[config.mk]
export PLATFORM = sky130hd
export DESIGN_NAME = fully_associative_tlb_lru_unit
export DESIGN_NICKNAME = d
export VERILOG_FILES = /design/src/rtl/fatlb_pkg.sv /design/src/rtl/fatlb_ctrl.sv /design/src/rtl/fatlb_dp.sv /design/src/rtl/fully_associative_tlb_lru_unit.sv
export SDC_FILE = /design/constraint.sdc
export NUM_CORES = 2
export LEC_CHECK = 0
export ABC_CLOCK_PERIOD_IN_PS = 13300
export BUFFER_PORTS_ARGS = -buffer_cell sky130_fd_sc_hd__buf_4
export CAP_MARGIN = 20
export CORE_AREA = 8 8 423 425
export CTS_CLUSTER_DIAMETER = 120
export CTS_CLUSTER_SIZE = 14
export DETAILED_ROUTE_END_ITERATION = 10
export DIE_AREA = 0 0 431 433
export GPL_TIMING_DRIVEN = 0
export PLACE_DENSITY = 0.8
export SYNTH_ARGS = -nofsm -noshare
export SYNTH_HDL_FRONTEND = slang
export SYNTH_HIERARCHICAL = 1
export SYNTH_SLANG_ARGS = --single-unit
export TNS_END_PERCENT = 20
[constraint.sdc]
create_clock -name i_clk -period 13.3 [get_ports i_clk]
set_input_delay 0.665 -clock i_clk [delete_from_list [all_inputs] [get_ports i_clk]]
set_output_delay 0.665 -clock i_clk [all_outputs]
set_load 0.02 [all_outputs]
[src/rtl/fatlb_pkg.sv]
package fatlb_pkg;

    localparam int ENTRIES   = 16;
    localparam int IDX_W     = (ENTRIES > 1) ? $clog2(ENTRIES) : 1;
    localparam int PAGE_W    = 20;
    localparam int FRAME_W   = 20;
    localparam int STAMP_W   = 64;
    localparam int OP_W      = 2;
    localparam int COUNT_W   = 5;
    localparam int COUNT_MAX = 31;
    // wide enough for the full population count and for the saturation limit
    localparam int POP_W     = ($clog2(ENTRIES + 1) > COUNT_W) ? $clog2(ENTRIES + 1) : COUNT_W;

    localparam int IN_DATA_W  = 40;
    localparam int OUT_DATA_W = 48;

    typedef enum logic [OP_W-1:0] {
        OP_LOOKUP = 2'd0,
        OP_UPDATE = 2'd1,
        OP_FLUSH  = 2'd2
    } t_op;

    typedef enum logic [2:0] {
        S_IDLE,
        S_LOOK,
        S_VICT,
        S_SCAN,
        S_WRITE,
        S_FLUSH,
        S_COUNT,
        S_DONE
    } t_state;

    typedef struct packed {
        logic capture;
        logic clk_inc;
        logic look;
        logic vict_init;
        logic scan;
        logic write;
        logic flush;
        logic count;
        logic load_out;
    } t_cmd;

    typedef struct packed {
        logic [OP_W-1:0] in_op;
        logic            scan_needed;
        logic            scan_last;
        logic            out_free;
    } t_sts;

endpackage

[src/rtl/fatlb_ctrl.sv]
module fatlb_ctrl (
    input  logic            i_clk,
    input  logic            i_rst_n,
    input  logic            i_in_valid,
    input  fatlb_pkg::t_sts i_sts,
    output logic            o_in_ready,
    output fatlb_pkg::t_cmd o_cmd
);

    fatlb_pkg::t_state r_state;
    fatlb_pkg::t_state n_state;

    always_ff @(posedge i_clk) begin
        if (!i_rst_n) begin
            r_state <= fatlb_pkg::S_IDLE;
        end else begin
            r_state <= n_state;
        end
    end

    always_comb begin
        n_state = r_state;
        case (r_state)
            fatlb_pkg::S_IDLE: begin
                if (i_in_valid) begin
                    case (i_sts.in_op)
                        fatlb_pkg::OP_LOOKUP: n_state = fatlb_pkg::S_LOOK;
                        fatlb_pkg::OP_UPDATE: n_state = fatlb_pkg::S_VICT;
                        fatlb_pkg::OP_FLUSH:  n_state = fatlb_pkg::S_FLUSH;
                        default:              n_state = fatlb_pkg::S_DONE;
                    endcase
                end
            end
            fatlb_pkg::S_LOOK:  n_state = fatlb_pkg::S_DONE;
            fatlb_pkg::S_VICT: begin
                n_state = i_sts.scan_needed ? fatlb_pkg::S_SCAN : fatlb_pkg::S_WRITE;
            end
            fatlb_pkg::S_SCAN: begin
                if (i_sts.scan_last) begin
                    n_state = fatlb_pkg::S_WRITE;
                end
            end
            fatlb_pkg::S_WRITE: n_state = fatlb_pkg::S_DONE;
            fatlb_pkg::S_FLUSH: n_state = fatlb_pkg::S_COUNT;
            fatlb_pkg::S_COUNT: n_state = fatlb_pkg::S_DONE;
            fatlb_pkg::S_DONE: begin
                if (i_sts.out_free) begin
                    n_state = fatlb_pkg::S_IDLE;
                end
            end
            default: n_state = fatlb_pkg::S_IDLE;
        endcase
    end

    always_comb begin
        o_in_ready = 1'b0;
        o_cmd      = '0;
        case (r_state)
            fatlb_pkg::S_IDLE: begin
                o_in_ready     = 1'b1;
                o_cmd.capture  = i_in_valid;
            end
            fatlb_pkg::S_LOOK: begin
                o_cmd.clk_inc = 1'b1;
                o_cmd.look    = 1'b1;
            end
            fatlb_pkg::S_VICT: begin
                o_cmd.clk_inc   = 1'b1;
                o_cmd.vict_init = 1'b1;
            end
            fatlb_pkg::S_SCAN:  o_cmd.scan     = 1'b1;
            fatlb_pkg::S_WRITE: o_cmd.write    = 1'b1;
            fatlb_pkg::S_FLUSH: o_cmd.flush    = 1'b1;
            fatlb_pkg::S_COUNT: o_cmd.count    = 1'b1;
            fatlb_pkg::S_DONE:  o_cmd.load_out = i_sts.out_free;
            default: begin
                o_in_ready = 1'b0;
            end
        endcase
    end

endmodule

[src/rtl/fatlb_dp.sv]
module fatlb_dp (
    input  logic                                i_clk,
    input  logic                                i_rst_n,
    input  fatlb_pkg::t_cmd                     i_cmd,
    input  logic [fatlb_pkg::OP_W-1:0]          i_in_op,
    input  logic [fatlb_pkg::IN_DATA_W-1:0]     i_in_data,
    input  logic                                i_out_ready,
    output fatlb_pkg::t_sts                     o_sts,
    output logic                                o_out_valid,
    output logic [fatlb_pkg::OUT_DATA_W-1:0]    o_out_data
);

    localparam int PW = fatlb_pkg::PAGE_W;
    localparam int FW = fatlb_pkg::FRAME_W;
    localparam int SW = fatlb_pkg::STAMP_W;
    localparam int IW = fatlb_pkg::IDX_W;
    localparam int N  = fatlb_pkg::ENTRIES;

    // entry store
    logic [N-1:0]  r_valid;
    logic [PW-1:0] r_ent_page  [N];
    logic [FW-1:0] r_ent_frame [N];
    logic [SW-1:0] r_ent_stamp [N];
    logic [SW-1:0] r_clock;
    logic [SW-1:0] n_clock;

    // request and working registers
    logic [PW-1:0] r_req_page;
    logic [FW-1:0] r_req_frame;
    logic [IW-1:0] r_vict;
    logic [IW-1:0] r_scan;
    logic [SW-1:0] r_best;

    // result and output stage
    logic                          r_hit;
    logic [FW-1:0]                 r_frm;
    logic                          r_evv;
    logic [PW-1:0]                 r_evp;
    logic [fatlb_pkg::COUNT_W-1:0] r_cnt;
    logic                          r_out_valid;
    logic [fatlb_pkg::OUT_DATA_W-1:0] r_out_data;

    logic [N-1:0]                  match;
    logic                          any_match;
    logic [IW-1:0]                 match_idx;
    logic [IW-1:0]                 free_idx;
    logic                          all_valid;
    logic [fatlb_pkg::POP_W-1:0]   pop;
    logic [fatlb_pkg::COUNT_W-1:0] pop_sat;
    logic                          out_free;

    assign n_clock = r_clock + SW'(1);

    always_comb begin
        match     = '0;
        match_idx = '0;
        free_idx  = '0;
        pop       = '0;
        for (int i = N - 1; i >= 0; i--) begin
            match[i] = r_valid[i] && (r_ent_page[i] == r_req_page);
            if (match[i]) begin
                match_idx = IW'(i);
            end
            if (!r_valid[i]) begin
                free_idx = IW'(i);
            end
        end
        for (int i = 0; i < N; i++) begin
            pop = pop + fatlb_pkg::POP_W'(r_valid[i]);
        end
    end

    assign any_match = |match;
    assign all_valid = &r_valid;
    assign pop_sat   = (pop > fatlb_pkg::POP_W'(fatlb_pkg::COUNT_MAX))
                       ? fatlb_pkg::COUNT_W'(fatlb_pkg::COUNT_MAX)
                       : pop[fatlb_pkg::COUNT_W-1:0];
    assign out_free  = !r_out_valid || i_out_ready;

    assign o_sts.in_op       = i_in_op;
    assign o_sts.scan_needed = all_valid && (N > 1);
    assign o_sts.scan_last   = (r_scan == IW'(N - 1));
    assign o_sts.out_free    = out_free;

    always_ff @(posedge i_clk) begin
        if (!i_rst_n) begin
            r_valid     <= '0;
            r_clock     <= '0;
            r_out_valid <= 1'b0;
        end else begin
            if (i_cmd.clk_inc) begin
                r_clock <= n_clock;
            end
            if (i_cmd.write) begin
                r_valid[r_vict] <= 1'b1;
            end else if (i_cmd.flush) begin
                r_valid <= r_valid & ~match;
            end
            if (i_cmd.load_out) begin
                r_out_valid <= 1'b1;
            end else if (i_out_ready) begin
                r_out_valid <= 1'b0;
            end
        end
    end

    always_ff @(posedge i_clk) begin
        if (i_cmd.capture) begin
            r_req_page  <= i_in_data[PW-1:0];
            r_req_frame <= i_in_data[PW+FW-1:PW];
            r_hit       <= 1'b0;
            r_frm       <= '0;
            r_evv       <= 1'b0;
            r_evp       <= '0;
            r_cnt       <= '0;
        end
        if (i_cmd.look && any_match) begin
            r_ent_stamp[match_idx] <= n_clock;
            r_hit                  <= 1'b1;
            r_frm                  <= r_ent_frame[match_idx];
        end
        if (i_cmd.vict_init) begin
            r_scan <= IW'(1);
            r_best <= r_ent_stamp[0];
            r_vict <= all_valid ? '0 : free_idx;
        end
        if (i_cmd.scan) begin
            // strict compare keeps the lowest index among equal stamps
            if (r_ent_stamp[r_scan] < r_best) begin
                r_vict <= r_scan;
                r_best <= r_ent_stamp[r_scan];
            end
            r_scan <= r_scan + IW'(1);
        end
        if (i_cmd.write) begin
            if (r_valid[r_vict]) begin
                r_evv <= 1'b1;
                r_evp <= r_ent_page[r_vict];
            end
            r_ent_page[r_vict]  <= r_req_page;
            r_ent_frame[r_vict] <= r_req_frame;
            r_ent_stamp[r_vict] <= r_clock;
        end
        if (i_cmd.count) begin
            r_cnt <= pop_sat;
        end
        if (i_cmd.load_out) begin
            r_out_data <= {1'b0, r_cnt, r_evp, r_evv, r_frm, r_hit};
        end
    end

    assign o_out_valid = r_out_valid;
    assign o_out_data  = r_out_data;

endmodule

[src/rtl/fully_associative_tlb_lru_unit.sv]
// Fully associative translation buffer with least-recently-used replacement.
// Requests arrive on the slave stream: tuser carries the opcode (lookup,
// update or flush page), tdata the page and the frame to insert. Each request
// yields exactly one result transfer on the master stream carrying hit,
// frame, evicted flag and page, and the count of entries left after a flush.
// One request is worked on at a time; s_axis_tready is high only while the
// controller is idle. A lookup does a parallel page compare; a flush
// invalidates the matching entry, then counts the valid entries; an update
// takes a free entry or, in a full buffer, finds the least recently used
// entry by a scan of one stamp per cycle, then writes. The controller
// returns to idle as the result is loaded into the output register, so the
// next request can be taken while the result still waits there. When the
// receiver stalls, the result holds in the output register and a following
// request completes its work but waits before the output.
// Reset clears every valid bit, the access clock and the output valid flag.
module fully_associative_tlb_lru_unit (
    input  logic                                  i_clk,
    input  logic                                  i_rst_n,
    input  logic                                  i_s_axis_tvalid,
    output logic                                  o_s_axis_tready,
    // page [19:0], frame_in [39:20]
    input  logic [fatlb_pkg::IN_DATA_W-1:0]       i_s_axis_tdata,
    // opcode [1:0]
    input  logic [fatlb_pkg::OP_W-1:0]            i_s_axis_tuser,
    output logic                                  o_m_axis_tvalid,
    input  logic                                  i_m_axis_tready,
    // hit [0], frame_out [20:1], evicted_valid [21], evicted_page [41:22],
    // valid_count [46:42], zero [47]
    output logic [fatlb_pkg::OUT_DATA_W-1:0]      o_m_axis_tdata
);

    fatlb_pkg::t_cmd cmd;
    fatlb_pkg::t_sts sts;

    fatlb_ctrl u_ctrl (
        .i_clk      (i_clk),
        .i_rst_n    (i_rst_n),
        .i_in_valid (i_s_axis_tvalid),
        .i_sts      (sts),
        .o_in_ready (o_s_axis_tready),
        .o_cmd      (cmd)
    );

    fatlb_dp u_dp (
        .i_clk       (i_clk),
        .i_rst_n     (i_rst_n),
        .i_cmd       (cmd),
        .i_in_op     (i_s_axis_tuser),
        .i_in_data   (i_s_axis_tdata),
        .i_out_ready (i_m_axis_tready),
        .o_sts       (sts),
        .o_out_valid (o_m_axis_tvalid),
        .o_out_data  (o_m_axis_tdata)
    );

endmodule
; ---- Yosys cells after proc, flatten, opt, wreduce, memory -nomap -nowiden
; Memories as Yosys holds them, arrays and structs flattened. A register that Yosys moved wholly into a read port is not among the register bits.
; Index checks and enable logic that the tools add are counted.
[totals]
ff_bits = 290
latch_bits = 0
ram_bits = 1664
romBits = 0
inputBits = 46
output_inout_bits = 50
wordCells = 188
mem_count = 3
[memory_table]
columns = name, words, word_bits, rd, rd_ports_with_merged_regs, write_ports, line_no
row1 = u_dp.r_ent_stamp, 16, 64, 2, 1, 1, fatlb_dp.sv:23  ; logic [SW-1:0] r_ent_stamp [N];
row2 = u_dp.r_ent_frame, 16, 20, 1, 0, 1, fatlb_dp.sv:22  ; logic [FW-1:0] r_ent_frame [N];
row3 = u_dp.r_ent_page, 16, 20, 17, 1, 1, fatlb_dp.sv:21  ; logic [PW-1:0] r_ent_page [N];
[op_classes]
n_addsub = 17
multipliers = 0
div = 0
magnitude_cmp = 4
eq_ne = 29
shift = 0
muxes = 84
bitwise_logic = 3
reduce_logical = 33
[op_table]
columns = operator, count
row1 = $eq A20 B20 Y1, 16
row2 = $mux W64, 4
row3 = $mux W4, 40
row4 = $mux W20, 5
row5 = $add A5 B1 Y5, 14
row6 = $add A64 B1 Y64 const B, 1
row7 = $lt A64 B64 Y1, 1
row8 = $reduce_or A64 Y1, 1
row9 = $mux W16, 2
row10 = $mux W1, 22
row11 = $logic_and A1 B1 Y1, 18
row12 = $pmux W3 S6, 1
row13 = $and A16 B16 Y16, 1
row14 = $not A16 Y16, 1
row15 = $or A16 B16 Y16, 1
row16 = $reduce_and A16 Y1, 1
row17 = $reduce_or A16 Y1, 1
row18 = $mux W5, 3
row19 = $eq A3 B3 Y1 const B, 4
row20 = $mux W3, 4
row21 = $reduce_bool A2 Y1, 5
row22 = $pmux W3 S3, 1
row23 = $eq A3 B2 Y1 const B, 2
row24 = $gt A5 B5 Y1 const B, 1
row25 = 19 further kinds, 20

; ---- Logic depth before layout (Yosys ltp)
; An unclocked memory read counts as a cell.
[depth]
word_depth = 21
depth_mapped = 20
mapped_depth_nobuf = 14

; ---- Hierarchy
; The synthesis kept the hierarchy.
[modules_own_cells]
columns = module, instances, cells_each, area_per_inst_um2, seq_area_each_um2
row1 = fatlb_dp, 1, 6737, 93707.4, 56954.6
row2 = fatlb_ctrl, 1, 37, 285.3, 60.1

; ---- Worst setup path before layout
; Ideal clock, no wire load.
[synth_path]
path_kind = register to register
from = register u_dp.r_req_page[16]
to = memory u_dp/r_ent_stamp[7][0] in the netlist's numbering, enable pin
arrival_time_ns = 7.509
required_time_ns = 12.719
setup_slack_ns = 5.210
path_stages_with_launch = 13
synth_period_minus_slack_ns = 8.090
path_cell_list = edfxtp_1 buf_2 buf_2 xnor2_1 nand4_1 nor3_1 nand3_1 and2_1 and3_1 nor3_1 clkbuf_1 nand2_1 o31ai_1
[synth_via]
elab_chain_cells = 19
word_cells_on_any_way = 54
cone_classes = eq/ne (16) / mux (20) / reduce/logical (18)
[synth_rtl]
columns = item, line_no
row1 = "start, declared", fatlb_dp.sv:28  ; logic [PW-1:0] r_req_page;
row2 = "start signal, assigned", fatlb_dp.sv:109  ; r_req_page <= i_in_data[PW-1:0];
row3 = $eq A20 B20 Y1, fatlb_dp.sv:60  ; match[i] = r_valid[i] && (r_ent_page[i] == r_req_page);
row4 = $logic_and A1 B1 Y1, fatlb_dp.sv:60
row5 = $mux W4 (16 in series), fatlb_dp.sv:61  ; if (match[i]) begin
row6 = $mux W4 (no line), -
row7 = "end, declared", fatlb_dp.sv:23
; Parallel ways exist; a longest one is shown, timed or not.

==> flow_metrics.tcl <==
set metrics [dict create \
    path_clk_slew_ns 0.07 \
    drtAntennaViolNets 0 \
    hold_path_startpoint "i_s_axis_tdata[24]" \
    fin_nets 7308 \
    gr-max-usage-layer "met2" \
    synthXorXnorAreaFrac 0.118 \
    synthesis.area_sq_um 94000 \
    rrSetupSlack_ns 5.12 \
    io_pins 96 \
    met1_usage 0.399 \
    ys_warn_count 6 \
    grt_use_met3 0.0816 \
    yosysSeqAreaShare 0.607 \
    synth-simple-area-share 0.0764 \
    power_density_nw_per_um2 158 \
    critPathMaxFanout 10 \
    finClkSkew_ns 0.0591 \
    multi_input_area_sq_um 34300 \
    fill_cells 12400 \
    route.detailed.drc 0 \
    path_common_cell "clkbuf_1" \
    crit_path_start_kind "flop" \
    numCtsBuffers 158 \
    hold_class "in2reg" \
    min_path_cells 1 \
    slowest_delay_ns 0.98 \
    synth_fp_nets 6901 \
    grt_pass1_wl_um 410000 \
    synth_top_family_by_area "multiplexers" \
    clockBufferDepth 3 \
    synth-compound-area-share 0.0376 \
    maxCapViolCount 0 \
    yosysMostFrequentCell "edfxtp_1" \
    ys_seq_elements 1958 \
    setup_viol 0 \
    crit_buf_inv 5 \
    synth_edf_count 1780 \
    avgSynthCellArea_sq_um 13.9 \
    wire_per_inst_um 29.9 \
    worstSetupPathType "reg2reg" \
    gp_congestion 0.960 \
    path_cells "clkbuf_1 > clkbuf_1 > clkbuf_1 > mux4_2 > mux4_2 > ha_1 > nand4_1 > nor4_1 > nand2_1 > a21oi_1 > o21ai_1 > nand4b_1 > buf_6 > buf_6 > mux2_4" \
    core_area_sq_um 172000 \
    ff_latch_area_sq_um 57000 \
    drive_gt1_frac 0.148 \
    die_area_sq_um 187000 \
    globalRoute.totalOverflow 0 \
    place_hpwl_um 201000 \
    status "finished clean" \
    grtUsageTotal 0.301 \
    critPathSlowestCell "clkbuf_1" \
    period_minus_slack_ns 8.18 \
    cts_resized 0 \
    relSlewSlack 0.115 \
    fin_area_sq_um 105000 \
    drt_iter0_drc 9462 \
    synth_ff_type "edfxtp_1" \
    rows 153 \
    synthCells 6774 \
    finalSetupTns_ns 0 \
    yosys.area.top_type "edfxtp_1" \
    cp_top_family "buffers and inverters" \
    cts_max_level 4 \
    dr.pass1.iters 7 \
    clock_latency_ns 0.85 \
    io_buffers 92 \
    min_period_over_period 0.615 \
    p_leak_nw 36.5 \
    ir_drop_mv 0.145 \
    grt_setup_unrepaired "no" \
    hold_violations 0 \
    finalWirelength_um 287000 \
    initial_core_util 0.545 \
    root_buffer "clkbuf_16" \
    required_ns 13.99 \
    die_h_um 433 \
    grt_max_degree 35 \
    grt_antenna_before_repair 9 \
    vias_per_cell 6.38 \
    synth_cell_type_count 74 \
    synth.top_cells.by_count "edfxtp_1 (1,780), xnor2_1 (864), nand2_1 (704)" \
    place_area_sq_um 99900 \
    synth.area.top_cells "edfxtp_1 (57%), mux4_2 (10%), xnor2_1 (8.1%)" \
    clock-sinks 1958 \
    end_kind "flop" \
    async_flop_share 0 \
    grt_pass1_vias 60100 \
    via_count 61400 \
    grt_use_met2 0.464 \
    reg2reg_to "u_dp/r_best[52]" \
    hold_buffers 39 \
    die_w_um 431 \
    slew_viol_final 0 \
    holdPathEnd "u_dp/r_req_frame[4]" \
    worst_r2r_path_depth 15 \
    synth_adder_area_share 0.0116 \
    cts_tree "yes" \
    worst_pin_slew_ns 1.33 \
    fmax_ghz 0.122 \
    area_delta_synth_final_pct 11.9 \
    yosys.area.top_type_share 0.569 \
    post_cts_buffers 0 \
    synth_mux_area_frac 0.120 \
    crit_arrival_ns 8.87 \
]
## report_power, final
group | switching [mW] | internal (mW) | total [mW] | leakage (nW)
sequential | 0.234 | 7.25 | 7.48 | 17.1
clock | 2.22 | 2.27 | 4.49 | 2.21
combinational | 2.76 | 1.88 | 4.64 | 17.2
total | 5.22 | 11.4 | 16.6 | 36.5
## stage by stage
stage / total power, mW / hold slack (ns) / setup WS [ns] / cells / util
after global placement: 11.8 / 0.404 / -3.14 / 9191 / 0.566
after CTS: 16.5 / 0.0290 / 5.72 / 9612 / 0.609
after detailed placement: 12.0 / 0.405 / 5.79 / 9296 / 0.579
after floorplan: 10.3 / 0.400 / 5.21 / 6774 / -
final: 16.6 / 0.0736 / 5.12 / 9625 / 0.610
after global routing: 17.0 / 0.0393 / 5.51 / 9623 / 0.610
## routing by layer
metal | part of all wire | routed length [um]
met5 | 0.00015 | 43
met4 | 0.058 | 16800
met3 | 0.14 | 40500
met2 | 0.45 | 129000
met1 | 0.35 | 101000
## registers in the layout (all words and copies together), names as in the netlist, 47 cells and up, named ones only
| register | flops |
|---|---|
| u_dp/o_out_data | 47 |
| u_dp/r_best | 64 |
| u_dp/r_clock | 64 |
| u_dp/r_ent_frame | 320 |
| u_dp/r_ent_page | 320 |
| u_dp/r_ent_stamp | 1024 |
## layout make-up
class	count	share of cell area
diodes	2	0.0000476
plain buffers	568	0.0231
clock buffers	262	0.0416
clock inverters	15	0.00275
inverters	122	0.00436
multi-input cells	4126	0.326
flip-flops and latches	1958	0.542
well taps	2325	0.0277
repair buffers	247	0.0319
## layout by cell type, fill, tap and decap left out, types with 14 or more instances in the layout
cell | synthesis | final
edfxtp_1 | 1780 | 1780
xnor2_1 | 864 | 864
nand2_1 | 704 | 698
nor2_1 | 596 | 595
clkbuf_1 | 360 | 458
mux4_2 | 425 | 425
xor2_1 | 396 | 396
dfxtp_1 | 178 | 178
clkbuf_16 | 0 | 159
a21oi_1 | 151 | 151
buf_4 | 25 | 118
nand4_1 | 110 | 110
inv_1 | 109 | 109
o21ai_0 | 116 | 108
buf_2 | 79 | 93
buf_1 | 94 | 81
ha_1 | 71 | 71
mux2_2 | 69 | 69
mux2i_1 | 62 | 62
a221oi_1 | 60 | 60
and2_1 | 54 | 53
nand3_1 | 51 | 51
buf_8 | 0 | 42
a22o_1 | 40 | 40
dlygate4sd3_1 | 0 | 39
nor2b_1 | 38 | 38
buf_16 | 0 | 33
buf_12 | 0 | 33
a21o_1 | 25 | 25
and3_1 | 24 | 24
nor3_1 | 23 | 23
o211ai_1 | 23 | 23
o22ai_1 | 21 | 21
a22oi_1 | 21 | 21
a211o_1 | 21 | 21
mux2_4 | 20 | 20
a31oi_1 | 18 | 18
buf_6 | 9 | 14
## cell families after synthesis
family,after synthesis
compound gates,541
xor+xnor,1261
fa+ha+maj,81
buf+inv,690
flops,1958
mux,576
other cells,1
simple gates,1666
## how the worst max path moves through the flow
stage | start | cells past startpoint | endpoint
4_1_cts | flop | 15 | u_dp/r_best[55]
6_report | flop | 15 | u_dp/r_best[52]
3_5_place_dp | flop | 15 | u_dp/r_best[54]
5_1_grt | flop | 15 | u_dp/r_best[53]
2_1_floorplan | u_dp/r_req_page[16] | 12 | u_dp/r_ent_stamp[7][0]
3_3_place_gp | u_dp/r_req_page[16] | 12 | u_dp/r_ent_stamp[7][22]
(Power assumes the default switching activity.)
